===== src/rtl/ipr_pkg.sv =====
// Shared constants, types and codes for the infrared pulse rate classifier.
`default_nettype none

package ipr_pkg;

  // History geometry
  localparam int HIST_DEPTH = 5;
  localparam int PTR_W      = $clog2(HIST_DEPTH);

  // Field widths
  localparam int TS_W        = 32;
  localparam int CNT_W       = 16;
  localparam int DEB_W       = 16;
  localparam int WIN_W       = 24;
  localparam int THR_W       = 20;
  localparam int CONF_W      = 8;
  localparam int STREAK_W    = 8;
  localparam int OUT_TOTAL_W = 19;

  // History sum width and the width used to compare it with thresholds
  localparam int SUM_W = $clog2(HIST_DEPTH * ((2 ** CNT_W) - 1) + 1);
  localparam int CMP_W = (SUM_W > THR_W) ? SUM_W : THR_W;

  // Configuration port
  localparam int CFG_IDX_W  = 3;
  localparam int CFG_DATA_W = 24;

  // Reset values of the configuration registers
  localparam logic [DEB_W-1:0]  DEB_RESET       = DEB_W'(100);
  localparam logic [WIN_W-1:0]  WIN_RESET       = WIN_W'(100000);
  localparam logic [THR_W-1:0]  HIGH_THR_RESET  = THR_W'(210);
  localparam logic [THR_W-1:0]  NOSRC_THR_RESET = THR_W'(50);
  localparam logic [CONF_W-1:0] CONF_HIGH_RESET = CONF_W'(2);
  localparam logic [CONF_W-1:0] CONF_LOW_RESET  = CONF_W'(15);

  // Register indexes
  typedef enum logic [CFG_IDX_W-1:0] {
    CFG_DEBOUNCE     = 3'd0,
    CFG_WINDOW_LEN   = 3'd1,
    CFG_HIGH_THR     = 3'd2,
    CFG_NOSRC_THR    = 3'd3,
    CFG_CONFIRM_HIGH = 3'd4,
    CFG_CONFIRM_LOW  = 3'd5
  } cfg_idx_t;

  // Request operations
  typedef enum logic {
    OP_SAMPLE = 1'b0,
    OP_START  = 1'b1
  } op_t;

  // Verdict codes
  typedef enum logic [1:0] {
    VERDICT_NONE = 2'd0,
    VERDICT_LOW  = 2'd1,
    VERDICT_HIGH = 2'd2
  } verdict_t;

  // Configuration register contents
  typedef struct packed {
    logic [DEB_W-1:0]  debounce_time_us;
    logic [WIN_W-1:0]  window_length_us;
    logic [THR_W-1:0]  high_rate_threshold;
    logic [THR_W-1:0]  nosrc_threshold;
    logic [CONF_W-1:0] confirm_high_windows;
    logic [CONF_W-1:0] confirm_low_windows;
  } cfg_t;

  // Commands to the history memory
  typedef struct packed {
    logic             clear;
    logic             wr_en;
    logic [PTR_W-1:0] wr_addr;
    logic [CNT_W-1:0] wr_data;
    logic [PTR_W-1:0] rd_addr;
  } hist_cmd_t;

  // One result
  typedef struct packed {
    verdict_t               verdict;
    logic                   window_closed;
    logic [CNT_W-1:0]       window_pulses;
    logic [OUT_TOTAL_W-1:0] rolling_total;
    logic                   calibrating;
    logic                   detecting;
  } result_t;

endpackage

`default_nettype wire


===== src/rtl/ipr_if.sv =====
// Channel interfaces: sample requests, results and configuration writes.
`default_nettype none

interface ipr_in_if import ipr_pkg::*; ();
  logic            valid;
  logic            ready;
  logic            operation;
  logic            pin_level;
  logic [TS_W-1:0] now_us;

  modport source (output valid, operation, pin_level, now_us, input ready);
  modport sink   (input valid, operation, pin_level, now_us, output ready);
endinterface

interface ipr_out_if import ipr_pkg::*; ();
  logic                   valid;
  logic                   ready;
  logic [1:0]             verdict;
  logic                   window_closed;
  logic [CNT_W-1:0]       window_pulses;
  logic [OUT_TOTAL_W-1:0] rolling_total;
  logic                   calibrating;
  logic                   detecting;

  modport source (output valid, verdict, window_closed, window_pulses, rolling_total,
                  calibrating, detecting, input ready);
  modport sink   (input valid, verdict, window_closed, window_pulses, rolling_total,
                  calibrating, detecting, output ready);
endinterface

interface ipr_cfg_if import ipr_pkg::*; ();
  logic                  valid;
  logic                  ready;
  logic [CFG_IDX_W-1:0]  index;
  logic [CFG_DATA_W-1:0] data;

  modport source (output valid, index, data, input ready);
  modport sink   (input valid, index, data, output ready);
endinterface

`default_nettype wire


===== src/rtl/ipr_cfg_regs.sv =====
// Configuration register file with its write channel.
`default_nettype none

module ipr_cfg_regs import ipr_pkg::*; (
  input  wire logic  clk,
  input  wire logic  rst,
  ipr_cfg_if.sink    cfg,
  output cfg_t       regs
);

  logic wr_fire;

  // Take a write every cycle
  assign cfg.ready = 1'b1;
  assign wr_fire   = cfg.valid & cfg.ready;

  // Decode the index; indexes past the list are dropped
  always_ff @(posedge clk) begin
    if (rst) begin
      regs.debounce_time_us     <= DEB_RESET;
      regs.window_length_us     <= WIN_RESET;
      regs.high_rate_threshold  <= HIGH_THR_RESET;
      regs.nosrc_threshold      <= NOSRC_THR_RESET;
      regs.confirm_high_windows <= CONF_HIGH_RESET;
      regs.confirm_low_windows  <= CONF_LOW_RESET;
    end else if (wr_fire) begin
      unique case (cfg.index)
        CFG_DEBOUNCE:     regs.debounce_time_us     <= cfg.data[DEB_W-1:0];
        CFG_WINDOW_LEN:   regs.window_length_us     <= cfg.data[WIN_W-1:0];
        CFG_HIGH_THR:     regs.high_rate_threshold  <= cfg.data[THR_W-1:0];
        CFG_NOSRC_THR:    regs.nosrc_threshold      <= cfg.data[THR_W-1:0];
        CFG_CONFIRM_HIGH: regs.confirm_high_windows <= cfg.data[CONF_W-1:0];
        CFG_CONFIRM_LOW:  regs.confirm_low_windows  <= cfg.data[CONF_W-1:0];
        default: ;
      endcase
    end
  end

endmodule

`default_nettype wire


===== src/rtl/ipr_hist_mem.sv =====
// Window history memory with per-entry valid bits and a registered read port.
`default_nettype none

module ipr_hist_mem import ipr_pkg::*; (
  input  wire logic       clk,
  input  wire logic       rst,
  input  wire hist_cmd_t  cmd,
  output logic [CNT_W-1:0] rd_data
);

  logic [CNT_W-1:0]      mem [HIST_DEPTH];
  logic [HIST_DEPTH-1:0] valid;
  logic [CNT_W-1:0]      rd_raw;
  logic                  rd_valid;

  // Write port
  always_ff @(posedge clk) begin
    if (cmd.wr_en) begin
      mem[cmd.wr_addr] <= cmd.wr_data;
    end
  end

  // Read port; the read address never equals a same-cycle write address
  always_ff @(posedge clk) begin
    rd_raw <= mem[cmd.rd_addr];
  end

  // Track written entries; a clear empties the whole history at once
  always_ff @(posedge clk) begin
    if (rst) begin
      valid    <= '0;
      rd_valid <= 1'b0;
    end else begin
      if (cmd.clear) begin
        valid <= '0;
      end else if (cmd.wr_en) begin
        valid[cmd.wr_addr] <= 1'b1;
      end
      rd_valid <= ~cmd.clear & valid[cmd.rd_addr];
    end
  end

  // Unwritten entries read as zero
  assign rd_data = rd_valid ? rd_raw : '0;

endmodule

`default_nettype wire


===== src/rtl/ipr_out_buf.sv =====
// Two-slot output buffer: output register plus skid slot.
`default_nettype none

module ipr_out_buf import ipr_pkg::*; (
  input  wire logic    clk,
  input  wire logic    rst,
  input  wire logic    push,
  input  wire result_t push_data,
  output logic         can_push,
  ipr_out_if.source    res
);

  logic    out_valid;
  result_t out_data;
  logic    skid_valid;
  result_t skid_data;
  logic    slot_free;

  assign can_push  = ~skid_valid;
  assign slot_free = ~out_valid | res.ready;

  // Fill the output slot first, park in the skid slot while it is held
  always_ff @(posedge clk) begin
    if (rst) begin
      out_valid  <= 1'b0;
      skid_valid <= 1'b0;
    end else if (slot_free) begin
      if (skid_valid) begin
        out_data   <= skid_data;
        out_valid  <= 1'b1;
        skid_valid <= 1'b0;
      end else begin
        out_data  <= push_data;
        out_valid <= push;
      end
    end else if (push) begin
      skid_data  <= push_data;
      skid_valid <= 1'b1;
    end
  end

  // Drive the result channel
  assign res.valid         = out_valid;
  assign res.verdict       = out_data.verdict;
  assign res.window_closed = out_data.window_closed;
  assign res.window_pulses = out_data.window_pulses;
  assign res.rolling_total = out_data.rolling_total;
  assign res.calibrating   = out_data.calibrating;
  assign res.detecting     = out_data.detecting;

endmodule

`default_nettype wire


===== src/rtl/ir_pulse_rate_classifier_core.sv =====
// Top level: pulse counting, window history update and rate classification.
//
//   Channel     Dir  Handshake      Contents
//   sample_in   in   valid/ready    operation, pin_level, now_us
//   result_out  out  valid/ready    verdict, window_closed, window_pulses,
//                                   rolling_total, calibrating, detecting
//   cfg         in   valid/ready    register index, write data (always ready)
//
// One request per cycle unless the skid slot is full. Each result is
// registered in the output or skid slot. The history memory is read ahead at the
// next write slot, so its registered read data is ready when a window closes.
// Reset is synchronous; the history needs no clearing pass (valid bits).
// A held result parks in a skid slot; requests stall only when both are full.
`default_nettype none

module ir_pulse_rate_classifier_core import ipr_pkg::*; (
  input  wire logic  clk,
  input  wire logic  rst,
  ipr_in_if.sink     sample_in,
  ipr_out_if.source  result_out,
  ipr_cfg_if.sink    cfg
);

  cfg_t             regs;
  hist_cmd_t        hist_cmd;
  logic [CNT_W-1:0] hist_old;
  result_t          res_next;
  logic             can_push;
  logic             in_fire;

  // Detection state
  logic                active;
  logic                prev_level;
  logic [CNT_W-1:0]    pulse_cnt;
  logic [TS_W-1:0]     last_edge;
  logic [TS_W-1:0]     win_start;
  logic [PTR_W-1:0]    ptr;
  logic                filled;
  logic [SUM_W-1:0]    total;
  logic [STREAK_W-1:0] high_streak;
  logic [STREAK_W-1:0] low_streak;

  logic                active_next;
  logic                prev_level_next;
  logic [CNT_W-1:0]    pulse_cnt_next;
  logic [TS_W-1:0]     last_edge_next;
  logic [TS_W-1:0]     win_start_next;
  logic [PTR_W-1:0]    ptr_next;
  logic                filled_next;
  logic [SUM_W-1:0]    total_next;
  logic [STREAK_W-1:0] high_streak_next;
  logic [STREAK_W-1:0] low_streak_next;

  // Per-request helpers
  logic [CNT_W-1:0]    cnt_upd;
  logic [TS_W-1:0]     edge_gap;
  logic [TS_W-1:0]     win_gap;
  logic                win_close;
  logic [CMP_W-1:0]    total_cmp;
  logic                ptr_last;

  ipr_cfg_regs u_cfg (
    .clk  (clk),
    .rst  (rst),
    .cfg  (cfg),
    .regs (regs)
  );

  ipr_hist_mem u_hist (
    .clk     (clk),
    .rst     (rst),
    .cmd     (hist_cmd),
    .rd_data (hist_old)
  );

  ipr_out_buf u_out (
    .clk       (clk),
    .rst       (rst),
    .push      (in_fire),
    .push_data (res_next),
    .can_push  (can_push),
    .res       (result_out)
  );

  assign sample_in.ready = can_push;
  assign in_fire         = sample_in.valid & can_push;

  assign edge_gap  = sample_in.now_us - last_edge;
  assign win_gap   = sample_in.now_us - win_start;
  assign win_close = win_gap >= TS_W'(regs.window_length_us);
  assign ptr_last  = ptr == PTR_W'(HIST_DEPTH - 1);

  // Next state and result for the request on the input
  always_comb begin
    active_next      = active;
    prev_level_next  = prev_level;
    pulse_cnt_next   = pulse_cnt;
    last_edge_next   = last_edge;
    win_start_next   = win_start;
    ptr_next         = ptr;
    filled_next      = filled;
    total_next       = total;
    high_streak_next = high_streak;
    low_streak_next  = low_streak;
    cnt_upd          = pulse_cnt;
    total_cmp        = '0;

    hist_cmd.clear   = 1'b0;
    hist_cmd.wr_en   = 1'b0;
    hist_cmd.wr_addr = ptr;
    hist_cmd.wr_data = '0;

    res_next.verdict       = VERDICT_NONE;
    res_next.window_closed = 1'b0;
    res_next.window_pulses = '0;

    if (in_fire) begin
      if (sample_in.operation == OP_START) begin
        // Start: wipe counts and history, latch pin and window start
        active_next      = 1'b1;
        prev_level_next  = sample_in.pin_level;
        pulse_cnt_next   = '0;
        last_edge_next   = '0;
        win_start_next   = sample_in.now_us;
        ptr_next         = '0;
        filled_next      = 1'b0;
        total_next       = '0;
        high_streak_next = '0;
        low_streak_next  = '0;
        hist_cmd.clear   = 1'b1;
      end else if (active) begin
        // Count a debounced rising edge
        if (sample_in.pin_level && !prev_level &&
            edge_gap > TS_W'(regs.debounce_time_us)) begin
          if (pulse_cnt != '1) begin
            cnt_upd = pulse_cnt + CNT_W'(1);
          end
          last_edge_next = sample_in.now_us;
        end
        prev_level_next = sample_in.pin_level;
        pulse_cnt_next  = cnt_upd;

        if (win_close) begin
          // Close the window: store its count, advance the slot, update the sum
          res_next.window_closed = 1'b1;
          res_next.window_pulses = cnt_upd;
          pulse_cnt_next         = '0;
          hist_cmd.wr_en         = 1'b1;
          hist_cmd.wr_data       = cnt_upd;
          ptr_next               = ptr_last ? '0 : ptr + PTR_W'(1);
          filled_next            = filled | ptr_last;
          total_next             = total - SUM_W'(hist_old) + SUM_W'(cnt_upd);
          win_start_next         = sample_in.now_us;
          total_cmp              = CMP_W'(total_next);

          // Classify once the history is full
          if (filled_next) begin
            if (total_cmp < CMP_W'(regs.nosrc_threshold)) begin
              high_streak_next = '0;
              low_streak_next  = '0;
            end else if (total_cmp > CMP_W'(regs.high_rate_threshold)) begin
              if (high_streak != '1) begin
                high_streak_next = high_streak + STREAK_W'(1);
              end
              low_streak_next = '0;
              if (high_streak_next >= regs.confirm_high_windows) begin
                res_next.verdict = VERDICT_HIGH;
                active_next      = 1'b0;
              end
            end else begin
              if (low_streak != '1) begin
                low_streak_next = low_streak + STREAK_W'(1);
              end
              high_streak_next = '0;
              if (low_streak_next >= regs.confirm_low_windows) begin
                res_next.verdict = VERDICT_LOW;
                active_next      = 1'b0;
              end
            end
          end
        end
      end
    end

    // Read ahead at the slot the next close will overwrite
    hist_cmd.rd_addr = ptr_next;

    res_next.rolling_total = (CMP_W'(total_next) > CMP_W'((2 ** OUT_TOTAL_W) - 1)) ?
                             '1 : OUT_TOTAL_W'(total_next);
    res_next.calibrating   = ~filled_next;
    res_next.detecting     = active_next;
  end

  // Control state
  always_ff @(posedge clk) begin
    if (rst) begin
      active      <= 1'b0;
      prev_level  <= 1'b0;
      pulse_cnt   <= '0;
      last_edge   <= '0;
      win_start   <= '0;
      ptr         <= '0;
      filled      <= 1'b0;
      total       <= '0;
      high_streak <= '0;
      low_streak  <= '0;
    end else begin
      active      <= active_next;
      prev_level  <= prev_level_next;
      pulse_cnt   <= pulse_cnt_next;
      last_edge   <= last_edge_next;
      win_start   <= win_start_next;
      ptr         <= ptr_next;
      filled      <= filled_next;
      total       <= total_next;
      high_streak <= high_streak_next;
      low_streak  <= low_streak_next;
    end
  end

endmodule

`default_nettype wire

===== src/flat_wrapper.sv =====
// flat-port wrapper written by rule: the top's interface ports become plain ports
module ir_pulse_rate_classifier_core_flat import ipr_pkg::*;
  (clk, rst, sample_in_valid, sample_in_operation, sample_in_pin_level, sample_in_now_us, sample_in_ready, result_out_valid, result_out_verdict, result_out_window_closed, result_out_window_pulses, result_out_rolling_total, result_out_calibrating, result_out_detecting, result_out_ready, cfg_valid, cfg_index, cfg_data, cfg_ready);
  ipr_in_if sample_in_i ();
  ipr_out_if result_out_i ();
  ipr_cfg_if cfg_i ();
  input  wire logic clk;
  input  wire logic rst;
  input wire logic [$bits(sample_in_i.valid)-1:0] sample_in_valid;
  input wire logic [$bits(sample_in_i.operation)-1:0] sample_in_operation;
  input wire logic [$bits(sample_in_i.pin_level)-1:0] sample_in_pin_level;
  input wire logic [$bits(sample_in_i.now_us)-1:0] sample_in_now_us;
  output wire logic [$bits(sample_in_i.ready)-1:0] sample_in_ready;
  output wire logic [$bits(result_out_i.valid)-1:0] result_out_valid;
  output wire logic [$bits(result_out_i.verdict)-1:0] result_out_verdict;
  output wire logic [$bits(result_out_i.window_closed)-1:0] result_out_window_closed;
  output wire logic [$bits(result_out_i.window_pulses)-1:0] result_out_window_pulses;
  output wire logic [$bits(result_out_i.rolling_total)-1:0] result_out_rolling_total;
  output wire logic [$bits(result_out_i.calibrating)-1:0] result_out_calibrating;
  output wire logic [$bits(result_out_i.detecting)-1:0] result_out_detecting;
  input wire logic [$bits(result_out_i.ready)-1:0] result_out_ready;
  input wire logic [$bits(cfg_i.valid)-1:0] cfg_valid;
  input wire logic [$bits(cfg_i.index)-1:0] cfg_index;
  input wire logic [$bits(cfg_i.data)-1:0] cfg_data;
  output wire logic [$bits(cfg_i.ready)-1:0] cfg_ready;
  assign sample_in_i.valid = sample_in_valid;
  assign sample_in_i.operation = sample_in_operation;
  assign sample_in_i.pin_level = sample_in_pin_level;
  assign sample_in_i.now_us = sample_in_now_us;
  assign sample_in_ready = sample_in_i.ready;
  assign result_out_valid = result_out_i.valid;
  assign result_out_verdict = result_out_i.verdict;
  assign result_out_window_closed = result_out_i.window_closed;
  assign result_out_window_pulses = result_out_i.window_pulses;
  assign result_out_rolling_total = result_out_i.rolling_total;
  assign result_out_calibrating = result_out_i.calibrating;
  assign result_out_detecting = result_out_i.detecting;
  assign result_out_i.ready = result_out_ready;
  assign cfg_i.valid = cfg_valid;
  assign cfg_i.index = cfg_index;
  assign cfg_i.data = cfg_data;
  assign cfg_ready = cfg_i.ready;
  ir_pulse_rate_classifier_core u_core (.clk(clk), .rst(rst), .sample_in(sample_in_i), .result_out(result_out_i), .cfg(cfg_i));
endmodule

===== config.mk =====
export PLATFORM = sky130hd
export DESIGN_NAME = ir_pulse_rate_classifier_core_flat
export DESIGN_NICKNAME = d
export VERILOG_FILES = /design/src/rtl/ipr_pkg.sv /design/src/rtl/ipr_if.sv /design/src/rtl/ipr_cfg_regs.sv /design/src/rtl/ipr_hist_mem.sv /design/src/rtl/ipr_out_buf.sv /design/src/rtl/ir_pulse_rate_classifier_core.sv /design/src/flat_wrapper.sv
export SDC_FILE = /design/constraint.sdc
export NUM_CORES = 1
export LEC_CHECK = 0
export ABC_AREA = 1
export ABC_CLOCK_PERIOD_IN_PS = 16100
export BUFFER_PORTS_ARGS = -buffer_cell sky130_fd_sc_hd__buf_2
export CORE_ASPECT_RATIO = 0.9
export CORE_MARGIN = 1
export CORE_UTILIZATION = 30
export DETAILED_ROUTE_END_ITERATION = 10
export MAX_ROUTING_LAYER = met4
export SKIP_LAST_GASP = 1
export SLEW_MARGIN = 5
export SYNTH_ARGS = -nofsm -noshare
export SYNTH_HDL_FRONTEND = slang
export SYNTH_SLANG_ARGS = --single-unit

===== constraint.sdc =====
create_clock -name clk -period 16.1 [get_ports clk]
set_input_delay 2.415 -clock clk [delete_from_list [all_inputs] [get_ports clk]]
set_output_delay 2.415 -clock clk [all_outputs]
set_load 0.005 [all_outputs]

# After elaboration in Yosys (flattened, before gate mapping)
# Memories as Yosys holds them, arrays and structs flattened. A register that Yosys moved wholly into a read port is not among the register bits.
# Cells that the tools add are included.
# Widths: inputs -> output; s select.
[word_totals] reg_bits=305 input_bits=66 word_cells=186 out_inout_bits=43 memories=1 mem_bits_rw=80
[op_classes] n_eq_ne=9 magnitude_cmp=9 add_sub_neg=8 muxes=93 reduce_logical=23 n_bitwise=11
[mem_list] name="u_core.u_hist.mem" depth=5 word_bits=16 rd=1 rd_clocked_by_memory_dff=1 write_ports=1 line="ipr_hist_mem.sv:11" source="logic [CNT_W-1:0] mem [HIST_DEPTH];"
[op_table] op="$mux 8" count=28
[op_table] op="$mux 16" count=13
[op_table] op="$mux 32" count=6
[op_table] op="$mux 19" count=8
[op_table] op="$sub 32x32->32" count=2
[op_table] op="$mux 40" count=1
[op_table] op="$ge 32x24->1" count=1
[op_table] op="$gt 32x16->1" count=1
[op_table] op="$mux 1" count=25
[op_table] op="$gt 19x20->1" count=1
[op_table] op="$lt 19x20->1" count=1
[op_table] op="$add 19x16->19" count=1
[op_table] op="$sub 19x16->19" count=1
[op_table] op="$add 16x1->16 const B" count=1
[op_table] op="$add 8x1->8 const B" count=2
[op_table] op="$ge 8x8->1" count=2
[op_table] op="$ne 16x16->1 const B" count=1
[op_table] op="$ne 8x8->1 const B" count=2
[op_table] op="$reduce_and 2->1" count=8
[op_table] op="$mux 3" count=5
[op_table] op="$mux 2" count=5
[op_table] op="$eq 3x3->1 const B" count=3
[op_table] op="$reduce_and 3->1" count=3
[op_table] op="$lt 3x4->1 const B" count=2
[op_table] op="other kinds (16)" count=30

# Depth between registers and ports, before layout
[depth] word_depth=26 mapped_depth=50 mapped_depth_nobuf=50

# Cells and area by module
# A second synthesis with hierarchy kept.
[unflattened] hier_cells=3684 area_unflattened_um2=25778.5
[by_module_without_submodules] module="ir_pulse_rate_classifier_core" n_inst=1 seq_area_each_um2=2422.3 area_per_inst_um2=14995.6 cells_per_inst=2585
[by_module_without_submodules] module="ipr_hist_mem" n_inst=1 seq_area_each_um2=2842.7 area_per_inst_um2=3846.2 cells_per_inst=333
[by_module_without_submodules] module="ipr_cfg_regs" n_inst=1 seq_area_each_um2=1921.8 area_per_inst_um2=3836.2 cells_per_inst=544
[by_module_without_submodules] module="ipr_out_buf" n_inst=1 seq_area_each_um2=2442.3 area_per_inst_um2=3100.5 cells_per_inst=222

# Least setup slack after synthesis
# OpenSTA, ideal clock, no wires.
[synth_timing] path_type="input -> register" startpoint="in sample_in_now_us[0]" endpoint="reg u_core.u_out.out_data (netlist bit u_core.u_out.res.detecting), data pin" required_time_ns=15.833 setup_slack_ns=6.584 setup_time_ns=0.267 arrival_time_ns=9.248 path_stages=45 n_path_buf=1 path_cell_list="inv_1 > ha_1 > fa_1 > o21ai_1 > a21oi_1 > o21ai_1 > xor2_1 > ha_1 > nand2_1 > nor2_1 > nand3_1 > or3_1 > nand2_1 > nand3_1 > nor2_1 > nand2_1 > nor2_1 > nand4_2 > [9 not listed] > o211ai_1 > a31oi_1 > o21ai_0 > a21oi_1 > xnor2_1 > ha_1 > nand4_1 > or2_2 > nor4_1 > a21oi_1 > o2111ai_1 > nand2_1 > nor2_1 > nand3_1 > nand2_1 > nand3_1 > a21oi_1 > o21ai_0"
[synth_via] elab_chain_len=17 word_cells_on_any_way=20 classes_between="add/sub (3); order compare (4); mux (12); reduce/logical (1)"
[synth_rtl] item="start: declaration" line="flat_wrapper.sv:12" source="input wire logic [$bits(sample_in_i.now_us)-1:0] sample_in_now_us;"
[synth_rtl] item="$sub 32x32->32" line="ir_pulse_rate_classifier_core.sv:88" source="assign edge_gap = sample_in.now_us - last_edge;"
[synth_rtl] item="$gt 32x16->1" line="ir_pulse_rate_classifier_core.sv:134" source="edge_gap > TS_W'(regs.debounce_time_us)) begin"
[synth_rtl] item="$logic_and 1x1->1" line="ir_pulse_rate_classifier_core.sv:133" source="if (sample_in.pin_level && !prev_level &&"
[synth_rtl] item="$mux 16" line="ir_pulse_rate_classifier_core.sv:133"
[synth_rtl] item="$mux 16" line="ir_pulse_rate_classifier_core.sv:131" source="end else if (active) begin"
[synth_rtl] item="$mux 16" line="ir_pulse_rate_classifier_core.sv:118" source="if (sample_in.operation == OP_START) begin"
[synth_rtl] item="$mux 16" line="ir_pulse_rate_classifier_core.sv:117" source="if (in_fire) begin"
[synth_rtl] item="$add 19x16->19" line="ir_pulse_rate_classifier_core.sv:152" source="total_next = total - SUM_W'(hist_old) + SUM_W'(cnt_upd);"
[synth_rtl] item="$gt 19x20->1" line="ir_pulse_rate_classifier_core.sv:161" source="end else if (total_cmp > CMP_W'(regs.high_rate_threshold)) begin"
[synth_rtl] item="$mux 1" line="ir_pulse_rate_classifier_core.sv:161"
[synth_rtl] item="$mux 1" line="ir_pulse_rate_classifier_core.sv:158" source="if (total_cmp < CMP_W'(regs.nosrc_threshold)) begin"
[synth_rtl] item="$mux 1" line="ir_pulse_rate_classifier_core.sv:157" source="if (filled_next) begin"
[synth_rtl] item="$mux 1 *" line="ir_pulse_rate_classifier_core.sv:143" source="if (win_close) begin"
[synth_rtl] item="$mux 1 *" line="ir_pulse_rate_classifier_core.sv:131"
[synth_rtl] item="$mux 1 *" line="ir_pulse_rate_classifier_core.sv:118"
[synth_rtl] item="$mux 1 *" line="ir_pulse_rate_classifier_core.sv:117"
[synth_rtl] item="$mux 40 *" line="ipr_out_buf.sv:28" source="if (skid_valid) begin"
[synth_rtl] item="end signal: assignment" line="ipr_out_buf.sv:29" source="out_data <= skid_data;"
[synth_rtl] item="end signal: assignment" line="ipr_out_buf.sv:33" source="out_data <= push_data;"
[synth_rtl] item="end: declaration" line="ipr_out_buf.sv:14" source="result_t out_data;"
# Mark *: on every way between the ends. The rest lies on a longest branch, timed or not. The select of a mux whose other input is x is not followed.
# A chain may end at the register's enable or synchronous reset.

# Worst setup path in the final report
# Ends and elaborated chain as after synthesis.

==> out/summary.md <==
The worst pin sits at a relative slew slack of 29.0%. The run gives 52,300 um as the post-DP HPWL. The DRC violation total after the first TritonRoute iteration is 1,451.

Counting every instance in the synthesized netlist gives 3,144. The wire length reported by the detailed router is 70,800 um. TritonCTS built the clock tree. Entering global routing, the biggest net connects 102 pins. Summed over all layers, the global routing overflow is 0. Global routing used 26.5% of the available met2 tracks. In this run, distinct cell masters in the synthesized netlist total 57. For this run, design rule violations remaining after detail routing come to 0. The nature of the critical path startpoint is a primary input. The root buffer cell chosen for the clock tree is sky130_fd_sc_hd__clkbuf_16. For the core area, the log shows 79,300 um2. Setup repair after global routing left no endpoint under its margin. The via count normalized by instance count is 4.82, and the final weighted congestion of routability-driven global placement is 0.930. The number of buffers added to fix hold violations after cts is 0, and the maximum net fanout on the critical path is 50.

Yosys printed 0 warnings. For this block, the via count after detailed routing is 20,764. Accumulated negative setup slack: 0 ns. The classification of the worst-slack hold path was flip-flop to flip-flop.

The cell area after placement is 25,600 um2, and the leakage power summed over all cells is 0.0116 uW. The post-CTS setup buffer count is 0, and the worst endpoint required time is 16.42 ns. The average cell area after synthesis was 7.63 um2; the global-route met1 utilization was 24.7%.

Yosys mapped a number of flops with a built-in enable equal to 160. The average wire per standard cell works out to 16.4 um. The clock skew is 0.0488 ns, and the via count of the first global-routing pass is 19,390. Clock-pin slew was measured on the worst setup and hold paths at 0.07 ns.

The area growth from synthesis to layout is 13.5%. The total power divided by cell area is 104 nW/um2, and the maximum clock path buffer count is 3. VDD sags by at most 0.0000809 V. At the pin with the least slew margin, the transition time is 1.06 ns.

During placement, the flow inserted port buffers numbering 107. The die is 270 um tall. The most congested layer reported by global routing was met2. The max-cap violation count came out at 0. The cell occurring most often along the worst timing path is sky130_fd_sc_hd__nand2_1. The fmax is 0.0914 GHz, and the data arrival time of the critical path is 11.25 ns. The finished cells cover 27,200 um2. Setup violations remaining at the end of the flow were counted as 0. The tools report the sequential area share after synthesis as 40.1%. The setup path with the least slack is of type primary input to flip-flop.

The cell area after technology mapping came out at 24,000 um2. The synthesized design spends more area on one cell type than any other, namely sky130_fd_sc_hd__dfxtp_1. The run gives 111,000 um as the first-pass GRT wire length. The floorplan has 98 rows.

The number of nets in the synthesized netlist is 3,407. The synthesized design devotes to its leading area cell type 20.1% of total area. The die outline width works out to 300 um. The post-layout instance count excluding filler cells is 4,306, and the stage delay of the slowest cell on the critical path is 0.52 ns. The count of antenna-violating nets left after detailed routing came out at 0.

In the synthesized netlist the dominant register cell turns out to be sky130_fd_sc_hd__dfxtp_1. For met3 alone, demand over resource in global routing was 2.57%. The clock drives 401 sinks. The floorplan step defined a die boundary enclosing 81,100 um2. The post-route clock period utilization is 67.9%. The share of the core filled with cells is 34.3%. For the worst-skew pair, the clock arrives at the later sink with an insertion delay of 0.62 ns. The overall fraction of global-route tracks in use was 17.8%. STA classifies the critical path endpoint as a flip-flop. By area the synthesized netlist is led by sky130_fd_sc_hd__dfxtp_1, sky130_fd_sc_hd__edfxtp_1, sky130_fd_sc_hd__nand2_1. The logs give 30.3% for the starting utilization of the core area and 2 for the number of antenna violations at the first check in global routing. Of all flip-flops after synthesis, the portion carrying an async set or reset was 0%.

Power comes to 2830 uW. 109 I/O pins were placed. The clock tree synthesis step divided the H-tree into 2 levels. The time the worst path needs with I/O delays and setup came out at 10.94 ns. After detailed placement, the design holds a cell count of 4,216. After clock tree synthesis, the repair step resized 0 gates. The first detailed-routing pass took 6 iterations. The net count of the finished layout was 3,478. The run gives 0 as the hold violation count in the final report. In the final layout, the share of cells above drive strength 1 is 7.99%. The largest individual stage delay along the critical path comes from the cell sky130_fd_sc_hd__nand2_1. The run finished with clean final reports.

The count of pins over their slew limit was 0. TritonCTS created 47 clock buffers. Counting flops and latches in the post-synthesis netlist gives 401.
-- path summary, 6_finish.rpt --
kind                                                              to  cells after the start                               start  slack (ns)
worst min register to register      u_core.u_hist.rd_raw[11]$_DFF_P_                      2  u_core.u_hist.mem[4][11]$_DFFE_PP_        0.43
worst max-delay path            u_core.u_out.res.detecting$_DFFE_PP_                     47                 sample_in_now_us[0]        5.16
worst max register to register  u_core.u_out.res.detecting$_DFFE_PP_                     45    u_core.last_edge[0]$_SDFFE_PP0P_        6.82
worst min-delay path                u_core.u_hist.rd_raw[11]$_DFF_P_                      2  u_core.u_hist.mem[4][11]$_DFFE_PP_        0.43
-- layout make-up --
| cell class | instances | area, um2 |
|---|---|---|
| diodes | 2 | 5.00 |
| clock buffers | 65 | 1340 |
| clock inverters | 23 | 319 |
| fillers | 8385 | 52100 |
| inverters | 483 | 1820 |
| multi-input cells | 2154 | 12100 |
| flip-flops and latches | 401 | 9630 |
| well taps | 1050 | 1310 |
| repair buffers | 128 | 696 |
-- sequential cells by signal, indices dropped and copies added, names as in the netlist, 2 cells and up --
register                        flops
u_core.u_hist.rd_raw               16
u_core.total                       19
u_core.high_streak                  8
u_core.u_out.res.rolling_total     19
u_core.pulse_cnt                   16
u_core.u_out.res.verdict            2
u_core.low_streak                   8
u_core.u_out.res.window_pulses     16
u_core.u_out.skid_data             40
u_core.ptr                          3
u_core.u_hist.mem                  80
u_core.last_edge                   32
u_core.u_cfg.regs                  96
u_core.u_hist.valid                 5
u_core.win_start                   32
-- kinds of logic after synthesis --
| logic type | Yosys count | synth area share, % |
|---|---|---|
| adders and majority gates | 197 | 10.8 |
| xor gates and xnor gates | 73 | 2.66 |
| and+or+nand+nor | 1280 | 23.2 |
| DFF | 401 | 40.1 |
| buffers and inverters | 589 | 9.55 |
| other | 1 | 0.0156 |
| AOI/OAI and AO/OA | 603 | 13.6 |
-- worst max-delay path, delay by kind of cell --
family,cells,cell delay (ns)
xor gates and xnor gates,2,0.29
and+or+nand+nor,22,3.36
buffers and inverters,4,0.56
adders and majority gates,6,2.10
AOI/OAI and AO/OA,13,2.48
-- synth_stat cells (6+ instances only) --
cell type,instances
sky130_fd_sc_hd__nand2_1,699
sky130_fd_sc_hd__inv_1,476
sky130_fd_sc_hd__a21oi_1,305
sky130_fd_sc_hd__dfxtp_1,241
sky130_fd_sc_hd__nor2_1,214
sky130_fd_sc_hd__nand3_1,199
sky130_fd_sc_hd__ha_1,179
sky130_fd_sc_hd__o21ai_0,175
sky130_fd_sc_hd__edfxtp_1,160
sky130_fd_sc_hd__clkbuf_1,72
sky130_fd_sc_hd__nand4_1,53
sky130_fd_sc_hd__xor2_1,48
sky130_fd_sc_hd__nand3b_1,43
sky130_fd_sc_hd__o21ai_1,29
sky130_fd_sc_hd__xnor2_1,25
sky130_fd_sc_hd__o211ai_1,24
sky130_fd_sc_hd__nor3_1,22
sky130_fd_sc_hd__buf_2,18
sky130_fd_sc_hd__fa_1,18
sky130_fd_sc_hd__a31oi_1,15
sky130_fd_sc_hd__a211oi_1,12
sky130_fd_sc_hd__nor4_1,11
sky130_fd_sc_hd__a21o_1,10
sky130_fd_sc_hd__nand2_2,10
sky130_fd_sc_hd__o21a_1,7
sky130_fd_sc_hd__o21bai_1,7
sky130_fd_sc_hd__buf_1,6
-- per-layer routing --
metal / share of wire (%) / vias to the layer above
met4: 3.0 / 0
li1: - / 10521
met1: 48 / 9606
met3: 5.6 / 115
met2: 43 / 522
met5: 0 / -
-- layout by cell type (no fill, tap or decap), drive strengths merged, types with 65 or more instances in the layout --
cell and n:
a21oi 307, buf 128, clkbuf 65, dfxtp 241, edfxtp 160, ha 179
inv 484, nand2 712, nand3 202, nor2 219, o21ai 205
-- power breakdown --
group	switching, uW	leakage (uW)	internal, uW
clock	467	0.000799	656
combinational	401	0.00727	209
sequential	14.2	0.00355	1080
total	882	0.0116	1950
-- metrics by stage --
step | hold WS (ns) | setup slack [ns]
floorplan | 0.419 | 6.58
global route | 0.445 | 4.36
detailed placement | 0.427 | 4.67
finish | 0.427 | 5.16
CTS | 0.422 | 5.26
global placement | 0.422 | 4.96
Note: power is estimated with default switching activity, not from simulation.
